**config.mk**
```make
export PLATFORM = sky130hd
export DESIGN_NAME = job_scheduler_sjf_priority_unit
export DESIGN_NICKNAME = d
export VERILOG_FILES = /design/src/hw/rtl/jssp_pkg.sv /design/src/hw/rtl/jssp_slot_ram.sv /design/src/hw/rtl/job_scheduler_sjf_priority_unit.sv
export SDC_FILE = /design/constraint.sdc
export NUM_CORES = 2
export LEC_CHECK = 0
export BUFFER_PORTS_ARGS = -buffer_cell sky130_fd_sc_hd__buf_2
export CAP_MARGIN = 40
export CORE_ASPECT_RATIO = 1.5
export CORE_UTILIZATION = 58
export CTS_BUF_LIST = sky130_fd_sc_hd__clkbuf_4
export DETAILED_ROUTE_END_ITERATION = 10
export PLACE_DENSITY = 0.77
export SKIP_CTS_REPAIR_TIMING = 1
export SLEW_MARGIN = 20
export SYNTH_ARGS = -nofsm -noshare
export SYNTH_HDL_FRONTEND = slang
export SYNTH_HIERARCHICAL = 1
export SYNTH_SLANG_ARGS = --single-unit
```
**constraint.sdc**
```tcl
create_clock -name clk_i -period 6.8 [get_ports clk_i]
set_input_delay 1.36 -clock clk_i [delete_from_list [all_inputs] [get_ports clk_i]]
set_output_delay 1.36 -clock clk_i [all_outputs]
set_load 0.02 [all_outputs]
```
**src/hw/rtl/jssp_pkg.sv**
```systemverilog
// shared types and codes of the job scheduler
`timescale 1ns / 1ps

package jssp_pkg;

  // width of the time counter and of the reported statistics
  localparam int unsigned TIME_BITS = 32;
  localparam int unsigned STAT_BITS = 16;

  // request kinds carried on the input tuser
  localparam logic REQ_ARRIVAL = 1'b0;
  localparam logic REQ_TICK    = 1'b1;

  // configuration register indexes
  localparam logic REG_KEY_SELECT = 1'b0;
  localparam logic REG_PREEMPT    = 1'b1;

  // sequencer states
  typedef enum logic [3:0] {
    ST_IDLE,
    ST_FREE_SCAN,
    ST_TICK_SCAN,
    ST_CUR_READ,
    ST_CUR_CAP,
    ST_PICKED,
    ST_UPDATE,
    ST_WAIT,
    ST_RESULT
  } state_e;

endpackage

```
**src/hw/rtl/jssp_slot_ram.sv**
```systemverilog
// single write port, single registered read port slot table memory
`timescale 1ns / 1ps

module jssp_slot_ram #(
  parameter int unsigned DEPTH = 16,
  parameter int unsigned WIDTH = 64
) (
  input  logic                     clk_i,
  input  logic                     wr_en_i,
  input  logic [$clog2(DEPTH)-1:0] wr_addr_i,
  input  logic [WIDTH-1:0]         wr_data_i,
  input  logic [$clog2(DEPTH)-1:0] rd_addr_i,
  output logic [WIDTH-1:0]         rd_data_o
);

  logic [WIDTH-1:0] mem [DEPTH];

  // write port
  always_ff @(posedge clk_i) begin
    if (wr_en_i) begin
      mem[wr_addr_i] <= wr_data_i;
    end
  end

  // registered read port
  always_ff @(posedge clk_i) begin
    rd_data_o <= mem[rd_addr_i];
  end

endmodule

```
**src/hw/rtl/job_scheduler_sjf_priority_unit.sv**
```systemverilog
// job scheduler top level: slot table, key scan sequencer and result register
//
// Usage:
//   s_axis carries one request per transfer; tuser selects an arrival (0) or
//   a time tick (1), tdata holds job_id, burst_length, job_priority.
//   m_axis returns exactly one result per request in tdata.
//   cfg_we_i writes key_select (index 0) or preempt_enable (index 1) at once;
//   write only while no request is in flight.
// Sequence from the input transfer to m_axis_tvalid:
//   arrival: the one-slot-a-cycle free slot search, then ST_RESULT.
//   tick with a running job kept (no preemption): ST_CUR_READ, ST_CUR_CAP,
//   ST_UPDATE, ST_RESULT. tick with a choice: the key scan over all slots,
//   done by the one key comparator that visits every slot through the single
//   registered read port of the slot memory; a completion adds ST_WAIT.
//   one request is handled at a time; s_axis_tready is high again in the
//   cycle the result appears.
// Reset:
//   clears the valid bits, the running job, the time and both registers.
// Stall:
//   a waiting result stays in the output register; a new request is still
//   taken, and its result waits until the previous one has gone.
`timescale 1ns / 1ps

module job_scheduler_sjf_priority_unit
  import jssp_pkg::*;
#(
  parameter int unsigned SLOTS      = 16,
  parameter int unsigned ID_BITS    = 8,
  parameter int unsigned BURST_BITS = 10,
  parameter int unsigned PRIO_BITS  = 4
) (
  input  logic clk_i,
  input  logic rst_ni,

  input  logic s_axis_tvalid,
  output logic s_axis_tready,
  // job_id, burst_length, job_priority from bit 0 up, zero filled
  input  logic [((ID_BITS+BURST_BITS+PRIO_BITS+7)/8)*8-1:0] s_axis_tdata,
  // req_type
  input  logic s_axis_tuser,

  output logic m_axis_tvalid,
  input  logic m_axis_tready,
  // rejected, busy_res, running_id, finished, finished_id, wait_time,
  // turnaround_time from bit 0 up, zero filled
  output logic [((3+2*ID_BITS+2*16+7)/8)*8-1:0] m_axis_tdata,

  input  logic cfg_we_i,
  input  logic cfg_addr_i,
  input  logic cfg_wdata_i
);

  localparam int unsigned AW       = $clog2(SLOTS);
  localparam int unsigned IW       = $clog2(SLOTS + 1);
  localparam int unsigned KEY_BITS = (BURST_BITS > PRIO_BITS) ? BURST_BITS : PRIO_BITS;
  localparam int unsigned OUT_W    = ((3 + 2*ID_BITS + 2*16 + 7) / 8) * 8;

  typedef struct packed {
    logic [TIME_BITS-1:0]  arrival;
    logic [PRIO_BITS-1:0]  prio;
    logic [BURST_BITS-1:0] burst;
    logic [BURST_BITS-1:0] remaining;
    logic [ID_BITS-1:0]    id;
  } entry_t;

  typedef struct packed {
    logic [STAT_BITS-1:0] turnaround_time;
    logic [STAT_BITS-1:0] wait_time;
    logic [ID_BITS-1:0]   finished_id;
    logic                 finished;
    logic [ID_BITS-1:0]   running_id;
    logic                 busy_res;
    logic                 rejected;
  } result_t;

  // configuration registers
  logic key_select_q, preempt_q;

  always_ff @(posedge clk_i or negedge rst_ni) begin
    if (!rst_ni) begin
      key_select_q <= 1'b0;
      preempt_q    <= 1'b0;
    end else if (cfg_we_i) begin
      case (cfg_addr_i)
        REG_KEY_SELECT: key_select_q <= cfg_wdata_i;
        REG_PREEMPT:    preempt_q    <= cfg_wdata_i;
        default: ;
      endcase
    end
  end

  // control state
  state_e                state_q, state_d;
  logic [SLOTS-1:0]      valid_q, valid_d;
  logic [AW-1:0]         cur_slot_q, cur_slot_d;
  logic                  cur_valid_q, cur_valid_d;
  logic                  cur_ok_q, cur_ok_d;
  logic [TIME_BITS-1:0]  time_q, time_d;
  logic [IW-1:0]         idx_q, idx_d;
  logic                  eval_vld_q, eval_vld_d;
  logic [AW-1:0]         eval_idx_q, eval_idx_d;
  logic                  found_q, found_d;
  logic                  m_valid_q, m_valid_d;

  // payload registers
  entry_t                in_q, in_d;
  entry_t                best_q, best_d;
  logic [KEY_BITS-1:0]   best_key_q, best_key_d;
  logic [AW-1:0]         pick_q, pick_d;
  logic [TIME_BITS-1:0]  turn_q, turn_d;
  result_t               res_q, res_d;
  result_t               out_q, out_d;

  // slot memory
  logic                  wr_en;
  logic [AW-1:0]         wr_addr;
  entry_t                wr_data;
  logic [AW-1:0]         rd_addr;
  entry_t                rd_data;

  jssp_slot_ram #(
    .DEPTH (SLOTS),
    .WIDTH ($bits(entry_t))
  ) u_slot_ram (
    .clk_i     (clk_i),
    .wr_en_i   (wr_en),
    .wr_addr_i (wr_addr),
    .wr_data_i (wr_data),
    .rd_addr_i (rd_addr),
    .rd_data_o (rd_data)
  );

  // shared key comparator
  logic [KEY_BITS-1:0]   scan_key;
  logic                  key_less, key_equal;
  logic                  in_accept;
  logic [TIME_BITS:0]    wait_diff;
  logic [TIME_BITS-1:0]  wait_val;

  assign scan_key  = key_select_q ? KEY_BITS'(rd_data.prio) : KEY_BITS'(rd_data.remaining);
  assign key_less  = scan_key < best_key_q;
  assign key_equal = scan_key == best_key_q;
  assign in_accept = s_axis_tvalid && s_axis_tready;

  // wait time with borrow, clamped at zero
  assign wait_diff = {1'b0, turn_q} - (TIME_BITS+1)'(best_q.burst);
  assign wait_val  = wait_diff[TIME_BITS] ? '0 : wait_diff[TIME_BITS-1:0];

  assign s_axis_tready = (state_q == ST_IDLE);
  assign m_axis_tvalid = m_valid_q;
  assign m_axis_tdata  = OUT_W'(out_q);

  // sequencer: next state and datapath control
  always_comb begin
    state_d     = state_q;
    valid_d     = valid_q;
    cur_slot_d  = cur_slot_q;
    cur_valid_d = cur_valid_q;
    cur_ok_d    = cur_ok_q;
    time_d      = time_q;
    idx_d       = idx_q;
    eval_vld_d  = 1'b0;
    eval_idx_d  = idx_q[AW-1:0];
    found_d     = found_q;
    m_valid_d   = m_valid_q && !m_axis_tready;
    in_d        = in_q;
    best_d      = best_q;
    best_key_d  = best_key_q;
    pick_d      = pick_q;
    turn_d      = turn_q;
    res_d       = res_q;
    out_d       = out_q;
    wr_en       = 1'b0;
    wr_addr     = idx_q[AW-1:0];
    wr_data     = in_q;
    rd_addr     = idx_q[AW-1:0];

    case (state_q)
      ST_IDLE: begin
        if (in_accept) begin
          res_d           = '0;
          idx_d           = '0;
          found_d         = 1'b0;
          in_d.id         = s_axis_tdata[ID_BITS-1:0];
          in_d.burst      = s_axis_tdata[ID_BITS +: BURST_BITS];
          in_d.remaining  = s_axis_tdata[ID_BITS +: BURST_BITS];
          in_d.prio       = s_axis_tdata[ID_BITS+BURST_BITS +: PRIO_BITS];
          in_d.arrival    = time_q;
          if (s_axis_tuser == REQ_ARRIVAL) begin
            state_d = ST_FREE_SCAN;
          end else begin
            // time advances at every tick
            time_d   = time_q + 1'b1;
            cur_ok_d = cur_valid_q && valid_q[cur_slot_q];
            if (cur_valid_q && valid_q[cur_slot_q] && !preempt_q) begin
              state_d = ST_CUR_READ;
            end else begin
              state_d = ST_TICK_SCAN;
            end
          end
        end
      end

      // lowest free slot, one slot a cycle
      ST_FREE_SCAN: begin
        if (idx_q == IW'(SLOTS)) begin
          res_d.rejected = 1'b1;
          state_d        = ST_RESULT;
        end else if (!valid_q[idx_q[AW-1:0]]) begin
          wr_en                  = 1'b1;
          valid_d[idx_q[AW-1:0]] = 1'b1;
          state_d                = ST_RESULT;
        end else begin
          idx_d = idx_q + 1'b1;
        end
      end

      // read slot idx while judging the slot read in the previous cycle
      ST_TICK_SCAN: begin
        if (eval_vld_q && valid_q[eval_idx_q] &&
            (!found_q || key_less ||
             (key_equal && cur_ok_q && eval_idx_q == cur_slot_q))) begin
          found_d    = 1'b1;
          pick_d     = eval_idx_q;
          best_key_d = scan_key;
          best_d     = rd_data;
        end
        if (idx_q == IW'(SLOTS)) begin
          state_d = ST_PICKED;
        end else begin
          idx_d      = idx_q + 1'b1;
          eval_vld_d = 1'b1;
        end
      end

      // running job keeps the slot
      ST_CUR_READ: begin
        rd_addr = cur_slot_q;
        state_d = ST_CUR_CAP;
      end

      ST_CUR_CAP: begin
        best_d  = rd_data;
        pick_d  = cur_slot_q;
        state_d = ST_UPDATE;
      end

      ST_PICKED: begin
        if (found_q) begin
          state_d = ST_UPDATE;
        end else begin
          cur_valid_d = 1'b0;
          state_d     = ST_RESULT;
        end
      end

      // run the picked job for one unit
      ST_UPDATE: begin
        res_d.busy_res   = 1'b1;
        res_d.running_id = best_q.id;
        cur_slot_d       = pick_q;
        if (best_q.remaining < BURST_BITS'(2)) begin
          valid_d[pick_q]   = 1'b0;
          cur_valid_d       = 1'b0;
          res_d.finished    = 1'b1;
          res_d.finished_id = best_q.id;
          turn_d            = time_q - best_q.arrival;
          state_d           = ST_WAIT;
        end else begin
          cur_valid_d       = 1'b1;
          wr_en             = 1'b1;
          wr_addr           = pick_q;
          wr_data           = best_q;
          wr_data.remaining = best_q.remaining - 1'b1;
          state_d           = ST_RESULT;
        end
      end

      // saturate the statistics
      ST_WAIT: begin
        res_d.wait_time = (|wait_val[TIME_BITS-1:STAT_BITS]) ?
                          '1 : wait_val[STAT_BITS-1:0];
        res_d.turnaround_time = (|turn_q[TIME_BITS-1:STAT_BITS]) ?
                                '1 : turn_q[STAT_BITS-1:0];
        state_d = ST_RESULT;
      end

      // hand the result over once the output register is free
      ST_RESULT: begin
        if (!m_valid_q || m_axis_tready) begin
          out_d     = res_q;
          m_valid_d = 1'b1;
          state_d   = ST_IDLE;
        end
      end

      default: state_d = ST_IDLE;
    endcase
  end

  // control registers
  always_ff @(posedge clk_i or negedge rst_ni) begin
    if (!rst_ni) begin
      state_q     <= ST_IDLE;
      valid_q     <= '0;
      cur_slot_q  <= '0;
      cur_valid_q <= 1'b0;
      cur_ok_q    <= 1'b0;
      time_q      <= '0;
      idx_q       <= '0;
      eval_vld_q  <= 1'b0;
      eval_idx_q  <= '0;
      found_q     <= 1'b0;
      m_valid_q   <= 1'b0;
    end else begin
      state_q     <= state_d;
      valid_q     <= valid_d;
      cur_slot_q  <= cur_slot_d;
      cur_valid_q <= cur_valid_d;
      cur_ok_q    <= cur_ok_d;
      time_q      <= time_d;
      idx_q       <= idx_d;
      eval_vld_q  <= eval_vld_d;
      eval_idx_q  <= eval_idx_d;
      found_q     <= found_d;
      m_valid_q   <= m_valid_d;
    end
  end

  // payload registers
  always_ff @(posedge clk_i) begin
    in_q       <= in_d;
    best_q     <= best_d;
    best_key_q <= best_key_d;
    pick_q     <= pick_d;
    turn_q     <= turn_d;
    res_q      <= res_d;
    out_q      <= out_d;
  end

endmodule
```
* Yosys cells after proc, flatten, opt, wreduce, memory -nomap -nowiden *
Memories as Yosys holds them, arrays and structs flattened. A register that Yosys moved wholly into a read port is not among the register bits.
Index checks and enable logic that the tools add are counted.

word-level totals
  register bits after elaboration = 338
  bits in writable memories = 1024
  input bits = 32
  output and inout port bits = 58
  logic and storage cells = 188
  memories = 1

memories
  name            words  bits a word  read ports  clocked after memory_dff  write ports  line                 RTL
  u_slot_ram.mem  16     64           1           1                         1            jssp_slot_ram.sv:16  logic [WIDTH-1:0] mem [DEPTH];

cells by class
  $add $sub $neg = 5
  $lt $le $gt $ge = 8
  equal/unequal tests = 23
  multiplexer cells = 63
  bitwise gates (word level) = 4
  reduce and logical (&&, ||, !) cells = 45

operator list
  operator                                                               number
  64-bit 2-to-1 mux                                                      3
  64-bit case mux with 2 select lines                                    1
  16-bit 2-to-1 mux                                                      5
  32-bit case mux with 2 select lines                                    1
  51-bit 2-to-1 mux                                                      1
  4-bit 2-to-1 mux                                                       11
  18-bit case mux with 2 select lines                                    1
  4-bit case mux with 9 select lines                                     1
  32-bit by 10-bit subtractor with 33-bit output                         1
  32-bit by 1-bit adder with 32-bit output, second input constant        1
  32-bit 2-to-1 mux                                                      1
  16-bit case mux with 2 select lines                                    1
  16-bit OR reduction                                                    2
  32-bit subtractor                                                      1
  4-bit by 5-bit < comparator with 1-bit output, second input constant   4
  5-bit 2-to-1 mux                                                       4
  2-bit != test, second input constant                                   10
  2-bit AND reduction                                                    10
  1-bit 2-to-1 mux                                                       19
  16-bit bitwise AND                                                     1
  4-bit by 3-bit equality test with 1-bit output, second input constant  4
  16-bit inverter                                                        1
  16-bit bitwise OR                                                      1
  5-bit case mux with 3 select lines                                     1
  other kinds (30)                                                       62

* Longest topological paths before layout *
  depth after elaboration = 8
  depth in mapped cells = 14
  mapped depth without buffers = 12

* Cells and area by module *
Netlist, hierarchy kept.

modules (own cells, without submodules)
  module                           instances  cells each  area an instance (sq um)  sequential area each (sq um)
  jssp_slot_ram                    1          1647        39570.5                   32030.7
  job_scheduler_sjf_priority_unit  1          1279        15786.4                   9789.4

* Least setup slack after synthesis *
No wires, ideal clock.

  path type = flip-flop to flip-flop
  from = reg idx_q[0]
  to = mem u_slot_ram.mem[0][0], enable pin
  setup time = 0.565 ns
  arrival time = 6.867 ns
  required time = 6.235 ns
  slack = -0.632 ns
  cell stages (with the launch flop) = 8
  path buffers = 1
  clock period less this slack = 7.432 ns
  path through = dfrtp_1 > buf_2 > mux4_2 > mux4_2 > or3_1 > nand2_1 > or3b_2 > nor3_1

between the ends
  longest elaborated chain between the ends = 7
  elaborated cells on any way between the ends = 10
  classes of those cells = 1 x eq/ne; 9 x mux

ends and longest elaborated chain
  item                                       line                                    RTL
  start, declared                            job_scheduler_sjf_priority_unit.sv:99   logic [IW-1:0] idx_q, idx_d;
  start signal, assigned                     job_scheduler_sjf_priority_unit.sv:322  idx_q <= idx_d;
  1-bit binary-select mux with 4-bit select  job_scheduler_sjf_priority_unit.sv:209  end else if (!valid_q[idx_q[AW-1:0]]) begin
  1-bit 2-to-1 mux (not written as such)     job_scheduler_sjf_priority_unit.sv:209
  1-bit 2-to-1 mux                           job_scheduler_sjf_priority_unit.sv:209
  1-bit 2-to-1 mux *                         job_scheduler_sjf_priority_unit.sv:206  if (idx_q == IW'(SLOTS)) begin
  1-bit case mux with 2 select lines *       job_scheduler_sjf_priority_unit.sv:178  case (state_q)
  net wr_en                                  job_scheduler_sjf_priority_unit.sv:115  logic wr_en;
  1-bit 2-to-1 mux *                         jssp_slot_ram.sv:20                     if (wr_en_i) begin
  1-bit 2-to-1 mux (not written as such) *   jssp_slot_ram.sv:21                     mem[wr_addr_i] <= wr_data_i;
  end, declared                              jssp_slot_ram.sv:16

The timed path passes the listed nets; every way through them passes the cells marked *. The select of a mux whose other input is x is not followed.

* Worst setup path after layout *
  from = reg idx_q[0]
  to = mem u_slot_ram.mem[1][40], enable pin

Same word-level chain as after synthesis.

==> flow_summary.yaml <==
global_route:
  grt_pass1_wl_mm: 187
  grt_max_degree: 173
  grt_use_total: 0.267
  grt_pass1_vias: 31100
  overflow: 0
  antenna_found_initial: 6
synth:
  yosysTopAreaCellShare: 0.700
  synthTopCellsByCount: "1290 x edfxtp_1, 271 x mux4_2, 234 x nand2_1"
  synth_edf_count: 1290
  synth-seq-area-share: 0.755
  ys_ff_latch: 1426
  synthFlopType: "edfxtp_1"
  netlist_instances: 2926
  ys_warn_count: 6
  yosysTopAreaCell: "edfxtp_1"
  avgSynthCellArea_sq_um: 18.9
  synthesis.area_sq_mm: 0.0554
  async_flop_share: 0.0505
  yosysMostFrequentCell: "edfxtp_1"
  ys_top_cells_by_area: "edfxtp_1 70%, mux4_2 11%, dfrtp_1 3.3%"
  synthDistinctLibCells: 72
setup_path:
  worstSetupEndpointType: "flop"
  critPathLaunchType: "flop"
  worstPathRequired_ns: 7.59
  worstPathMaxFanout: 26
  cp.arrival_ns: 5.55
  critPathKind: "flop to flop"
place:
  gp_congestion: 0.915
  dpl-instance-area_sq_mm: 0.0580
  io_buffers: 82
  dp_hpwl_mm: 71.2
detailed_routing:
  ant_nets: 0
  firstDrtPassIters: 6
  routedWlPerCell_um: 25.9
  drt_iter0_drc: 3289
  finalWirelength_mm: 126
  drc: 0
  num_vias: 30000
  viasPerCell: 6.19
layout:
  drive_gt1_frac: 0.297
  nets: 3432
  final_area_sq_mm: 0.0623
  syn_to_final_growth_pct: 12.6
  fillers: 6074
run:
  maxCapViolCount: 0
power:
  ir_worst_vdd_mv: 0.295
  power.density_mw_per_mm2: 380
  total_power_mw: 23.7
  p_leak_nw: 21.5
cts:
  clock-root-buffer: "clkbuf_4"
  cts_max_level: 5
  clock_path_buffers: 4
  cts_sinks: 1426
  cts_buffers: 332
  clock_latency_ns: 1.21
  path_clk_slew_ns: 0.07
  cts_tree: "yes"
floorplan:
  dieArea_sq_mm: 0.0967
  core_area_sq_mm: 0.0944
  start_util: 0.586
  die_x_um: 254
  die_height_um: 380
  rows: 138
  io_pins: 90
timing:
  setup_viol: 0
  fmax_mhz: 210
  period_share: 0.700
  final-hold-violation-count: 0
  whs_ns: 0.345
  tns_ns: 0
  finClkSkew_ns: 0.0910
  slew_headroom: 0.144
  rsz0062_at_grt: "false"
  slew_viol_final: 0
  post-route-min-period_ns: 4.76
  worst_pin_slew_ns: 1.28
hold_path:
  min_path_type: "input port to flop"
status:
  status: "complete, no violations"
==> stage by stage <==
| step | cells | util | setup slack, ns |
|---|---|---|---|
| final | 4851 | 0.660 | 2.04 |
| after global routing | 4851 | 0.660 | 1.96 |
| after CTS | 4826 | 0.658 | 2.10 |
| after detailed placement | 4247 | 0.614 | 2.13 |
| after global placement | 4219 | 0.610 | 2.05 |
| after floorplan | 2930 | - | 1.10 |
==> cell usage in the layout, fill, tap and decap left out, types with 20 or more instances in the layout <==
cell	instances
nand3_1	25
ha_1	58
nand2_1	233
a22oi_1	128
a21oi_1	40
nor2b_1	20
xnor2_1	50
o21ai_0	101
nor2_1	59
dfrtp_1	72
xor2_1	37
buf_2	94
dfxtp_1	64
clkinv_1	57
buf_4	73
edfxtp_1	1290
o21a_1	29
mux4_2	271
inv_1	71
clkbuf_4	505
==> critical path: stages (launching register included) <==
cell     delay, ns
dfrtp_1       0.67
mux4_2        0.57
mux4_2        0.55
or3_1         0.44
nand2_1       0.18
or3b_2        0.61
nor2_4        0.67
buf_4         0.64
==> kinds of logic after synthesis <==
logic type	after synthesis	share of synthesized area
flops	1426	0.755
simple gates	476	0.0399
compound gates	393	0.0474
mux	285	0.113
buf+inv	198	0.0165
xor+xnor	87	0.0138
fa+ha+maj	60	0.0138
other cells	1	0.0000677
==> worst paths after layout <==
check / start / end / slack (ns) / cells after the start
max: idx_q[0] / u_slot_ram/mem[1][40] / 2.04 / 7
min: s_axis_tdata[2] / in_q[2] / 0.34 / 1
max reg2reg: idx_q[0] / u_slot_ram/mem[1][40] / 2.04 / 7
min reg2reg: u_slot_ram/rd_data_o[6] / best_q[6] / 0.38 / 0
max in group asynchronous: rst_ni / time_q[19] / 5.27 / 4
min in group asynchronous: rst_ni / found_q / 0.54 / 2
==> layout make-up <==
cell class | count | area, sq um | share of cell area
flip-flops and latches | 1426 | 41800 | 0.671
multi-input cells | 1306 | 12900 | 0.206
clock buffers | 500 | 3750 | 0.0602
repair buffers | 202 | 1660 | 0.0267
well taps | 1260 | 1580 | 0.0253
clock inverters | 79 | 390 | 0.00626
inverters | 72 | 272 | 0.00436
diodes | 6 | 15.0 | 0.000241
==> registers in the layout, indices dropped and copies added, names as in the netlist <==
| register | cells |
|---|---|
| in_q | 54 |
| cur_slot_q | 4 |
| m_axis_tvalid | 1 |
| pick_q | 4 |
| best_key_q | 10 |
| m_axis_tdata | 51 |
| u_slot_ram/rd_data_o | 64 |
| valid_q | 16 |
| res_q | 51 |
| turn_q | 32 |
| state_q | 4 |
| found_q | 1 |
| idx_q | 5 |
| eval_idx_q | 4 |
| eval_vld_q | 1 |
| time_q | 32 |
| preempt_q | 1 |
| cur_valid_q | 1 |
| best_q | 64 |
| key_select_q | 1 |
| cur_ok_q | 1 |
| u_slot_ram/mem | 1024 |
==> power by group <==
part           internal, mW  total [mW]  switching (mW)
clock                  3.47        6.67            3.20
combinational          2.42        5.61            3.18
sequential             11.0        11.4           0.415
total                  16.9        23.7            6.80
==> per-layer routing <==
layer  vias up  part of all wire  wire length, um  track usage
li1      12700                 -                -            -
met4         2             0.036             4540        0.111
met5         -          0.000064                8            0
met1     15300              0.37            46400        0.348
met2      1696              0.50            63300        0.434
met3       299             0.092            11500       0.0581
Note: power is estimated with default switching activity, not from simulation.
